===== src/rtl/icq_pkg.sv =====
`timescale 1ns / 1ps

package icq_pkg;

  // field widths
  localparam int HANDLE_W    = 16;
  localparam int NUM_W       = 63;
  localparam int STATUS_W    = 3;
  localparam int IN_TDATA_W  = 80;
  localparam int OUT_TDATA_W = 88;

  // action codes carried in the input tuser
  typedef enum logic [1:0] {
    ACT_APPEND = 2'd0,
    ACT_POP    = 2'd1,
    ACT_CLEAR  = 2'd2,
    ACT_RESET  = 2'd3
  } action_t;

  // result status codes
  localparam logic [STATUS_W-1:0] ST_OK         = 3'd0;
  localparam logic [STATUS_W-1:0] ST_PAST_TAIL  = 3'd1;
  localparam logic [STATUS_W-1:0] ST_STEPPED    = 3'd2;
  localparam logic [STATUS_W-1:0] ST_OVERFLOW   = 3'd3;
  localparam logic [STATUS_W-1:0] ST_RESET_BUSY = 3'd4;

  // decoded command passed from the front end to the back end
  typedef struct packed {
    action_t             action;
    logic [HANDLE_W-1:0] handle;
    logic [NUM_W-1:0]    index;
    logic [NUM_W-1:0]    index_p1;
  } cmd_t;

  // back end sequencer states
  typedef enum logic [2:0] {
    BS_IDLE,
    BS_EVAL,
    BS_POP,
    BS_CLEAR,
    BS_CLEAR_END
  } back_state_t;

endpackage


===== src/rtl/icq_front.sv =====
`timescale 1ns / 1ps

module icq_front import icq_pkg::*; (
  input  logic                  clk,
  input  logic                  rst_n,
  input  logic                  in_tvalid,
  output logic                  in_tready,
  input  logic [IN_TDATA_W-1:0] in_tdata,   // handle[15:0], index[78:16], zero pad
  input  logic [1:0]            in_tuser,   // action[1:0]
  output logic                  cmd_valid,
  input  logic                  cmd_ready,
  output cmd_t                  cmd
);

  logic cmd_valid_r;
  cmd_t cmd_r;
  cmd_t cmd_dec;

  // decode the incoming item and precompute index + 1
  always_comb begin
    cmd_dec.action   = action_t'(in_tuser);
    cmd_dec.handle   = in_tdata[HANDLE_W-1:0];
    cmd_dec.index    = in_tdata[HANDLE_W +: NUM_W];
    cmd_dec.index_p1 = in_tdata[HANDLE_W +: NUM_W] + NUM_W'(1);
  end

  assign in_tready = !cmd_valid_r || cmd_ready;
  assign cmd_valid = cmd_valid_r;
  assign cmd       = cmd_r;

  // pipeline register valid
  always_ff @(posedge clk) begin
    if (!rst_n) begin
      cmd_valid_r <= 1'b0;
    end else if (in_tready) begin
      cmd_valid_r <= in_tvalid;
    end
  end

  // pipeline register payload
  always_ff @(posedge clk) begin
    if (in_tvalid && in_tready) begin
      cmd_r <= cmd_dec;
    end
  end

endmodule


===== src/rtl/icq_cmdq.sv =====
`timescale 1ns / 1ps

module icq_cmdq import icq_pkg::*; (
  input  logic clk,
  input  logic rst_n,
  input  logic wr_valid,
  output logic wr_ready,
  input  cmd_t wr_cmd,
  output logic rd_valid,
  input  logic rd_ready,
  output cmd_t rd_cmd
);

  cmd_t       entry_r [2];
  logic       wr_ptr_r;
  logic       rd_ptr_r;
  logic [1:0] fill_r;
  logic       push;
  logic       pop;

  assign wr_ready = (fill_r != 2'd2);
  assign rd_valid = (fill_r != 2'd0);
  assign rd_cmd   = entry_r[rd_ptr_r];
  assign push     = wr_valid && wr_ready;
  assign pop      = rd_valid && rd_ready;

  // pointers and fill level
  always_ff @(posedge clk) begin
    if (!rst_n) begin
      wr_ptr_r <= 1'b0;
      rd_ptr_r <= 1'b0;
      fill_r   <= 2'd0;
    end else begin
      if (push) wr_ptr_r <= !wr_ptr_r;
      if (pop)  rd_ptr_r <= !rd_ptr_r;
      case ({push, pop})
        2'b10:   fill_r <= fill_r + 2'd1;
        2'b01:   fill_r <= fill_r - 2'd1;
        default: fill_r <= fill_r;
      endcase
    end
  end

  // queue storage
  always_ff @(posedge clk) begin
    if (push) begin
      entry_r[wr_ptr_r] <= wr_cmd;
    end
  end

endmodule


===== src/rtl/icq_back.sv =====
`timescale 1ns / 1ps

module icq_back import icq_pkg::*; #(
  parameter int DEPTH       = 64,
  parameter int HANDLE_BITS = 16
) (
  input  logic                   clk,
  input  logic                   rst_n,
  input  logic                   cmd_valid,
  output logic                   cmd_ready,
  input  cmd_t                   cmd,
  output logic                   out_tvalid,
  input  logic                   out_tready,
  output logic [OUT_TDATA_W-1:0] out_tdata,
  output logic                   out_tuser,
  output logic                   out_tlast
);

  localparam int SLOT_W = (HANDLE_BITS < HANDLE_W) ? HANDLE_BITS : HANDLE_W;
  localparam int AW     = $clog2(DEPTH);
  localparam int CNT_W  = $clog2(DEPTH + 1);
  localparam int SUM_W  = CNT_W + 1;

  back_state_t state_r, state_nxt;
  cmd_t        cmd_r, cmd_nxt;
  logic [AW-1:0]     head_r, head_nxt;
  logic [CNT_W-1:0]  count_r, count_nxt;
  logic [NUM_W-1:0]  base_r, base_nxt;
  logic [CNT_W-1:0]  left_r, left_nxt;
  logic              hold_v_r, hold_v_nxt;
  logic [SLOT_W-1:0] hold_h_r, hold_h_nxt;

  logic                out_valid_r, out_valid_nxt;
  logic [HANDLE_W-1:0] out_handle_r, out_handle_nxt;
  logic                out_has_r, out_has_nxt;
  logic [STATUS_W-1:0] out_status_r, out_status_nxt;
  logic [NUM_W-1:0]    out_first_r, out_first_nxt;
  logic                out_last_r, out_last_nxt;

  logic [SLOT_W-1:0] slot_mem [DEPTH];
  logic [SLOT_W-1:0] rd_data_r;
  logic [AW-1:0]     rd_addr;
  logic              wr_en;
  logic [AW-1:0]     wr_addr;

  logic              out_free;
  logic              borrow;
  logic [NUM_W-1:0]  diff;
  logic              past_tail;
  logic [SUM_W-1:0]  tail_sum;
  logic [AW-1:0]     head_inc;

  assign out_free = !out_valid_r || out_tready;

  // distance from the base and range checks for pop-until
  assign {borrow, diff} = {1'b0, cmd_r.index} - {1'b0, base_r};
  assign past_tail = (|diff[NUM_W-1:CNT_W]) || (diff[CNT_W-1:0] >= count_r);

  // tail slot and next head slot, wrapping at DEPTH
  assign tail_sum = SUM_W'(head_r) + SUM_W'(count_r);
  assign wr_addr  = (tail_sum >= SUM_W'(DEPTH)) ? AW'(tail_sum - SUM_W'(DEPTH)) : AW'(tail_sum);
  assign head_inc = (head_r == AW'(DEPTH - 1)) ? '0 : head_r + AW'(1);

  // sequencer: next state and result generation
  always_comb begin
    state_nxt      = state_r;
    cmd_nxt        = cmd_r;
    head_nxt       = head_r;
    count_nxt      = count_r;
    base_nxt       = base_r;
    left_nxt       = left_r;
    hold_v_nxt     = hold_v_r;
    hold_h_nxt     = hold_h_r;
    out_valid_nxt  = out_valid_r && !out_tready;
    out_handle_nxt = out_handle_r;
    out_has_nxt    = out_has_r;
    out_status_nxt = out_status_r;
    out_first_nxt  = out_first_r;
    out_last_nxt   = out_last_r;
    cmd_ready      = 1'b0;
    wr_en          = 1'b0;
    rd_addr        = head_r;

    unique case (state_r)
      BS_IDLE: begin
        cmd_ready = 1'b1;
        if (cmd_valid) begin
          cmd_nxt   = cmd;
          state_nxt = BS_EVAL;
        end
      end

      BS_EVAL: begin
        if (out_free) begin
          // default single result, overridden per action
          out_valid_nxt  = 1'b1;
          out_handle_nxt = '0;
          out_has_nxt    = 1'b0;
          out_status_nxt = ST_OK;
          out_first_nxt  = '0;
          out_last_nxt   = 1'b1;
          state_nxt      = BS_IDLE;
          unique case (cmd_r.action)
            ACT_APPEND: begin
              if (count_r == CNT_W'(DEPTH)) begin
                out_status_nxt = ST_OVERFLOW;
              end else begin
                wr_en     = 1'b1;
                count_nxt = count_r + CNT_W'(1);
              end
            end
            ACT_POP: begin
              if (count_r == '0 || borrow) begin
                out_first_nxt = cmd_r.index_p1;
              end else if (past_tail) begin
                out_status_nxt = ST_PAST_TAIL;
              end else begin
                out_valid_nxt = 1'b0;
                left_nxt      = diff[CNT_W-1:0];
                state_nxt     = BS_POP;
              end
            end
            ACT_CLEAR: begin
              out_valid_nxt = 1'b0;
              left_nxt      = count_r;
              hold_v_nxt    = 1'b0;
              state_nxt     = BS_CLEAR;
            end
            ACT_RESET: begin
              if (count_r != '0) begin
                out_status_nxt = ST_RESET_BUSY;
              end else begin
                base_nxt = cmd_r.index;
              end
            end
            default: ;
          endcase
        end
      end

      // one removed entry per cycle while the result channel is free, up to the requested number
      BS_POP: begin
        if (out_free) begin
          out_valid_nxt  = 1'b1;
          out_handle_nxt = HANDLE_W'(rd_data_r);
          out_has_nxt    = 1'b1;
          out_status_nxt = ST_OK;
          out_first_nxt  = base_r;
          out_last_nxt   = (left_r == '0);
          head_nxt       = head_inc;
          rd_addr        = head_inc;
          count_nxt      = count_r - CNT_W'(1);
          left_nxt       = left_r - CNT_W'(1);
          if (left_r == '0) begin
            base_nxt  = cmd_r.index_p1;
            state_nxt = BS_IDLE;
          end
        end
      end

      // walk all entries, holding back one non-null handle to mark the last
      BS_CLEAR: begin
        if (left_r == '0) begin
          state_nxt = BS_CLEAR_END;
        end else if (rd_data_r == '0 || !hold_v_r || out_free) begin
          if (rd_data_r != '0) begin
            if (hold_v_r) begin
              out_valid_nxt  = 1'b1;
              out_handle_nxt = HANDLE_W'(hold_h_r);
              out_has_nxt    = 1'b1;
              out_status_nxt = ST_STEPPED;
              out_first_nxt  = '0;
              out_last_nxt   = 1'b0;
            end
            hold_v_nxt = 1'b1;
            hold_h_nxt = rd_data_r;
          end
          head_nxt = head_inc;
          rd_addr  = head_inc;
          left_nxt = left_r - CNT_W'(1);
        end
      end

      BS_CLEAR_END: begin
        if (out_free) begin
          out_valid_nxt  = 1'b1;
          out_first_nxt  = '0;
          out_last_nxt   = 1'b1;
          if (hold_v_r) begin
            out_handle_nxt = HANDLE_W'(hold_h_r);
            out_has_nxt    = 1'b1;
            out_status_nxt = ST_STEPPED;
          end else begin
            out_handle_nxt = '0;
            out_has_nxt    = 1'b0;
            out_status_nxt = ST_OK;
          end
          count_nxt  = '0;
          head_nxt   = '0;
          base_nxt   = '0;
          hold_v_nxt = 1'b0;
          state_nxt  = BS_IDLE;
        end
      end

      default: state_nxt = BS_IDLE;
    endcase
  end

  // control state
  always_ff @(posedge clk) begin
    if (!rst_n) begin
      state_r     <= BS_IDLE;
      head_r      <= '0;
      count_r     <= '0;
      base_r      <= '0;
      hold_v_r    <= 1'b0;
      out_valid_r <= 1'b0;
    end else begin
      state_r     <= state_nxt;
      head_r      <= head_nxt;
      count_r     <= count_nxt;
      base_r      <= base_nxt;
      hold_v_r    <= hold_v_nxt;
      out_valid_r <= out_valid_nxt;
    end
  end

  // payload registers
  always_ff @(posedge clk) begin
    cmd_r        <= cmd_nxt;
    left_r       <= left_nxt;
    hold_h_r     <= hold_h_nxt;
    out_handle_r <= out_handle_nxt;
    out_has_r    <= out_has_nxt;
    out_status_r <= out_status_nxt;
    out_first_r  <= out_first_nxt;
    out_last_r   <= out_last_nxt;
  end

  // handle store, one write and one registered read port
  always_ff @(posedge clk) begin
    if (wr_en) begin
      slot_mem[wr_addr] <= cmd_r.handle[SLOT_W-1:0];
    end
    rd_data_r <= slot_mem[rd_addr];
  end

  assign out_tvalid = out_valid_r;
  assign out_tuser  = out_has_r;
  assign out_tlast  = out_last_r;
  assign out_tdata  = {(OUT_TDATA_W - NUM_W - STATUS_W - HANDLE_W)'(0),
                       out_first_r, out_status_r, out_handle_r};

endmodule


===== src/rtl/indexed_completion_queue.sv =====
`timescale 1ns / 1ps

// Indexed completion queue: a FIFO of up to DEPTH completion handles whose
// head entry carries a running sequence number. Each input item (action in
// in_tuser) produces one or more result items, the final one flagged by
// out_tlast. An append, a base reset, or a pop that removes nothing is
// settled in the evaluation state. A pop that removes n entries yields one
// result per removed entry. A clear walks the handle store through its
// single read port, one entry per cycle unless a held handle waits on
// out_tready, and then issues its final result. Any result that waits on
// out_tready holds up the back end. An accepted item passes through the
// front register and the command queue before the back end takes it. The
// front register and the two-entry command queue let new items be taken
// while the back end is still busy or a result waits on out_tready.
module indexed_completion_queue import icq_pkg::*; #(
  parameter int DEPTH       = 64,
  parameter int HANDLE_BITS = 16
) (
  input  logic                   clk,
  input  logic                   rst_n,
  input  logic                   in_tvalid,
  output logic                   in_tready,
  input  logic [IN_TDATA_W-1:0]  in_tdata,   // handle[15:0], index[78:16], zero pad
  input  logic [1:0]             in_tuser,   // action[1:0]
  output logic                   out_tvalid,
  input  logic                   out_tready,
  output logic [OUT_TDATA_W-1:0] out_tdata,  // out_handle[15:0], status[18:16],
                                             // first_number[81:19], zero pad
  output logic                   out_tuser,  // has_entry
  output logic                   out_tlast   // last
);

  logic fr_valid;
  logic fr_ready;
  cmd_t fr_cmd;
  logic bk_valid;
  logic bk_ready;
  cmd_t bk_cmd;

  // item intake and decode
  icq_front u_front (
    .clk       (clk),
    .rst_n     (rst_n),
    .in_tvalid (in_tvalid),
    .in_tready (in_tready),
    .in_tdata  (in_tdata),
    .in_tuser  (in_tuser),
    .cmd_valid (fr_valid),
    .cmd_ready (fr_ready),
    .cmd       (fr_cmd)
  );

  // decoupling queue
  icq_cmdq u_cmdq (
    .clk      (clk),
    .rst_n    (rst_n),
    .wr_valid (fr_valid),
    .wr_ready (fr_ready),
    .wr_cmd   (fr_cmd),
    .rd_valid (bk_valid),
    .rd_ready (bk_ready),
    .rd_cmd   (bk_cmd)
  );

  // queue state, handle store and result generation
  icq_back #(
    .DEPTH       (DEPTH),
    .HANDLE_BITS (HANDLE_BITS)
  ) u_back (
    .clk        (clk),
    .rst_n      (rst_n),
    .cmd_valid  (bk_valid),
    .cmd_ready  (bk_ready),
    .cmd        (bk_cmd),
    .out_tvalid (out_tvalid),
    .out_tready (out_tready),
    .out_tdata  (out_tdata),
    .out_tuser  (out_tuser),
    .out_tlast  (out_tlast)
  );

endmodule


===== config.mk =====
export PLATFORM = sky130hd
export DESIGN_NAME = indexed_completion_queue
export DESIGN_NICKNAME = d
export VERILOG_FILES = /design/src/rtl/icq_pkg.sv /design/src/rtl/icq_front.sv /design/src/rtl/icq_cmdq.sv /design/src/rtl/icq_back.sv /design/src/rtl/indexed_completion_queue.sv
export SDC_FILE = /design/constraint.sdc
export NUM_CORES = 2
export LEC_CHECK = 0
export ABC_CLOCK_PERIOD_IN_PS = 10040
export BUFFER_PORTS_ARGS = -buffer_cell sky130_fd_sc_hd__buf_2
export CORE_MARGIN = 4
export CORE_UTILIZATION = 62
export CTS_CLUSTER_SIZE = 40
export DETAILED_ROUTE_END_ITERATION = 8
export GPL_TIMING_DRIVEN = 0
export PLACE_DENSITY = 0.83
export SLEW_MARGIN = 20
export SYNTH_ARGS = -nofsm -noshare
export SYNTH_HDL_FRONTEND = slang
export SYNTH_SLANG_ARGS = --single-unit
export TNS_END_PERCENT = 10

===== constraint.sdc =====
create_clock -name clk -period 10.04 [get_ports clk]
set_clock_uncertainty 0.05 [all_clocks]
set_input_delay 0.502 -clock clk [delete_from_list [all_inputs] [get_ports clk]]
set_output_delay 0.502 -clock clk [all_outputs]
set_load 0.05 [all_outputs]

==> flow_metrics.env <==
export IMPL_hp_class="input port to flop"
export IMPL_drtIter0Drc=8106
export IMPL_grtUsageMet1=0.4674
export IMPL_drt_wirelength_per_cell_um=28.34
export IMPL_required_ns=10.41
export IMPL_fin_nets=6046
export IMPL_finalSetupViolations=0
export IMPL_grt_pass1_vias=48813
export IMPL_crit_family="compound AO/OA/AOI/OAI gates"
export IMPL_fin_setup_tns_ns=0
export IMPL_finalCoreUtilization=0.7202
export IMPL_gr_usage_met3=0.09314
export IMPL_layout_common_cells="edfxtp_1 (1707), nand2_1 (927), nand3_1 (316)"
export IMPL_fin_area_um2=85270
export IMPL_cts_clk_slew_worst_paths_ns=0.06
export IMPL_slowest_delay_ns=1.02
export IMPL_core_um2=118400
export IMPL_synth_area_um2=74240
export IMPL_clk_path_buf_depth=3
export IMPL_synth_main_ff_cell="edfxtp_1"
export IMPL_grt_pass1_wl_um=314400
export IMPL_overflow=0
export IMPL_dr_total_vias=50679
export IMPL_groute_layer_met2_usage=0.5006
export IMPL_max_freq_ghz=0.1599
export IMPL_root_buffer="clkbuf_16"
export IMPL_area_growth_pct=14.87
export IMPL_chipWidth_um=354.0
export IMPL_ctsHoldBuffers=82
export IMPL_drt_vias_per_instance=6.658
export IMPL_cp_num_buf_inv=1
export IMPL_synthCells=5335
export IMPL_grt_max_degree=63
export IMPL_ant_nets=0
export IMPL_drv_cap=0
export IMPL_start_kind="flop"
export IMPL_slew_headroom=0.1675
export IMPL_worstSkewPairLatency_ns=0.81
export IMPL_clock_sinks=1809
export IMPL_worst_hold_startpoint="rst_n"
export IMPL_worstMarginPinSlew_ns=1.246
export IMPL_vdd_drop_max_mv=0.2034
export IMPL_crit_top_cell="nand2_1"
export IMPL_min_path_cells=3
export IMPL_cts_tree="done"
export IMPL_busiest_layer="met2"
export IMPL_slowest_stage="a2111oi_1"
export IMPL_drv_slew=0
export IMPL_io_pins=178
export IMPL_rsz0062_at_grt="no"
export IMPL_start_util=0.6270
export IMPL_power_leakage_uw=0.02954
export IMPL_synth_warnings=0
export IMPL_wirelength_um=215700
export IMPL_cts_buffers=170
export IMPL_period_minus_slack_ns=6.254
export IMPL_synthArstFlopShare=0
export IMPL_drc=0
export IMPL_worstReg2RegEnd="u_back.left_r[1]"
export IMPL_firstDrtPassIters=9
export IMPL_min_to="u_back.state_r[1]"
export IMPL_place_area_um2=79010
export IMPL_status="finished clean"
export IMPL_end_kind="flop"
export IMPL_p_per_area_nw_per_um2=265.0
export IMPL_crit_type="flop to flop"
export IMPL_finalCritPeriodShare=0.6229
export IMPL_reg2reg_from="u_back.cmd_r[89]"
export IMPL_gp_congestion=1.010
export IMPL_ctsResizeCount=0
export IMPL_path_cells="ha_1, buf_4, nand2_1, nor4_2, nand2_1, a2111oi_1, nor3_1, a31oi_1, a311oi_1, xnor2_1, nor4_1, nand3_1, o2bb2ai_1"
export IMPL_dieArea_um2=125300
export IMPL_htree_levels=4
export IMPL_ys_ff_latch=1809
export IMPL_whs_ns=0.1190
export IMPL_synth_distinct_cells=90
export IMPL_layout_commonest_cell="edfxtp_1"
export IMPL_die_height_um=354.0
export IMPL_rows=126
export IMPL_place_hpwl_um=145700
export IMPL_ff2ff_path_depth=13
export IMPL_synth_edf_count=1707
export IMPL_crit_arrival_ns=6.63
export IMPL_yosysSeqAreaShare=0.7180
export IMPL_syn_area_per_cell_um2=13.92
export IMPL_grt_total_usage=0.3386
export IMPL_cp_max_fo=10
export IMPL_regToRegSetupSlack_ns=3.79
export IMPL_portBuffers=170
export IMPL_antenna_found_initial=8
export IMPL_post_cts_setup_buffer_count=0
export IMPL_drive_above_1_share=0.1464
export IMPL_hold_viol=0
==> flip-flops by register name (all words and copies together) (netlist names) <==
name and count:
u_cmdq.fill_r 2, u_back.out_tlast 1, u_back.cmd_r 144, u_back.left_r 7, u_back.rd_data_r 16, u_back.out_tuser 1
u_back.base_r 63, u_front.cmd 144, u_back.head_r 6, u_cmdq.rd_ptr_r 1, u_back.state_r 3, u_cmdq.wr_ptr_r 1
u_back.out_first_r 63, u_front.cmd_valid 1, u_cmdq.entry_r 288, u_back.hold_h_r 16, u_back.hold_v_r 1, u_back.slot_mem 1024
u_back.out_handle_r 16, u_back.count_r 7, u_back.out_status_r 3, u_back.out_tvalid 1
==> layer usage <==
layer | up-vias | routed length, µm | part of all wire
met5 | - | 41 | 0.00019
met3 | 706 | 30480 | 0.14
met4 | 8 | 12750 | 0.059
met2 | 3955 | 95210 | 0.44
li1 | 21343 | - | -
met1 | 24667 | 77250 | 0.36
==> synth_stat cells (71+ instances only) <==
cell         n  area share
clkbuf_1   193      0.0098
dfxtp_1    102       0.028
buf_2       71      0.0048
mux2i_1    137       0.018
inv_1      102      0.0052
nand3_1    316       0.021
nand2_1    927       0.047
xnor2_1     85       0.010
a32oi_1    132       0.016
ha_1        89       0.015
a211oi_1    77      0.0078
a31oi_1    145       0.012
mux2_2     161       0.024
a22o_1      80      0.0094
edfxtp_1  1707        0.69
a21oi_1    120      0.0081
nor2_1     259       0.013
==> tightest hold or removal path, delay by kind of cell <==
family	cells	cell delay (ns)
AO/OA/AOI/OAI	2	0.21
buffers and inverters	1	0.19
==> kinds of logic after synthesis <==
group,share of synthesized area
other,0.00005051
xor gates and xnor gates,0.01369
DFF,0.7180
AOI/OAI and AO/OA,0.08341
adders and majority gates,0.01581
muxes,0.04305
buffers and inverters,0.02370
and+or+nand+nor,0.1023
==> final cells by class <==
cell class	count	area, µm²
timing repair buffer	356	3371
antenna	1	2.502
fill	6983	33120
clock inverter	103	908.4
clock buffer	212	4536
tap	1600	2002
buffer	307	1376
multi-input combinational	3121	19390
sequential	1809	53300
inverter	103	386.6
==> per-stage QoR <==
| step | setup slack [ns] | total power (µW) | instances |
|---|---|---|---|
| 2_1_floorplan | 1.526 | 13690 | 5340 |
| 4_1_cts | 4.047 | 22340 | 7611 |
| 3_5_place_dp | 4.086 | 16040 | 7214 |
| 3_3_place_gp | -2.124 | 15700 | 7110 |
| 5_1_grt | 3.619 | 23280 | 7611 |
| 6_report | 3.786 | 22600 | 7612 |
==> report_power, final <==
group / switching [µW] / internal, µW / leakage, µW
clock network: 2810 / 3530 / 0.00266
registers: 549 / 9570 / 0.0164
logic: 4220 / 1920 / 0.0104
total: 7580 / 15000 / 0.0295
==> worst max path at each step <==
stage,from,to,slack (ns),depth (start not counted)
finish,u_back.cmd_r[89],u_back.left_r[1],3.79,13
global placement,u_back.state_r[0],u_cmdq.fill_r[1],-2.12,7
floorplan,u_back.state_r[0],u_cmdq.fill_r[1],1.53,7
CTS,u_back.cmd_r[63],u_back.left_r[1],4.05,14
detailed placement,u_back.cmd_r[63],u_back.left_r[0],4.09,14
global route,u_back.cmd_r[89],u_back.left_r[1],3.62,13
Power figures use the tool's default switching activity.
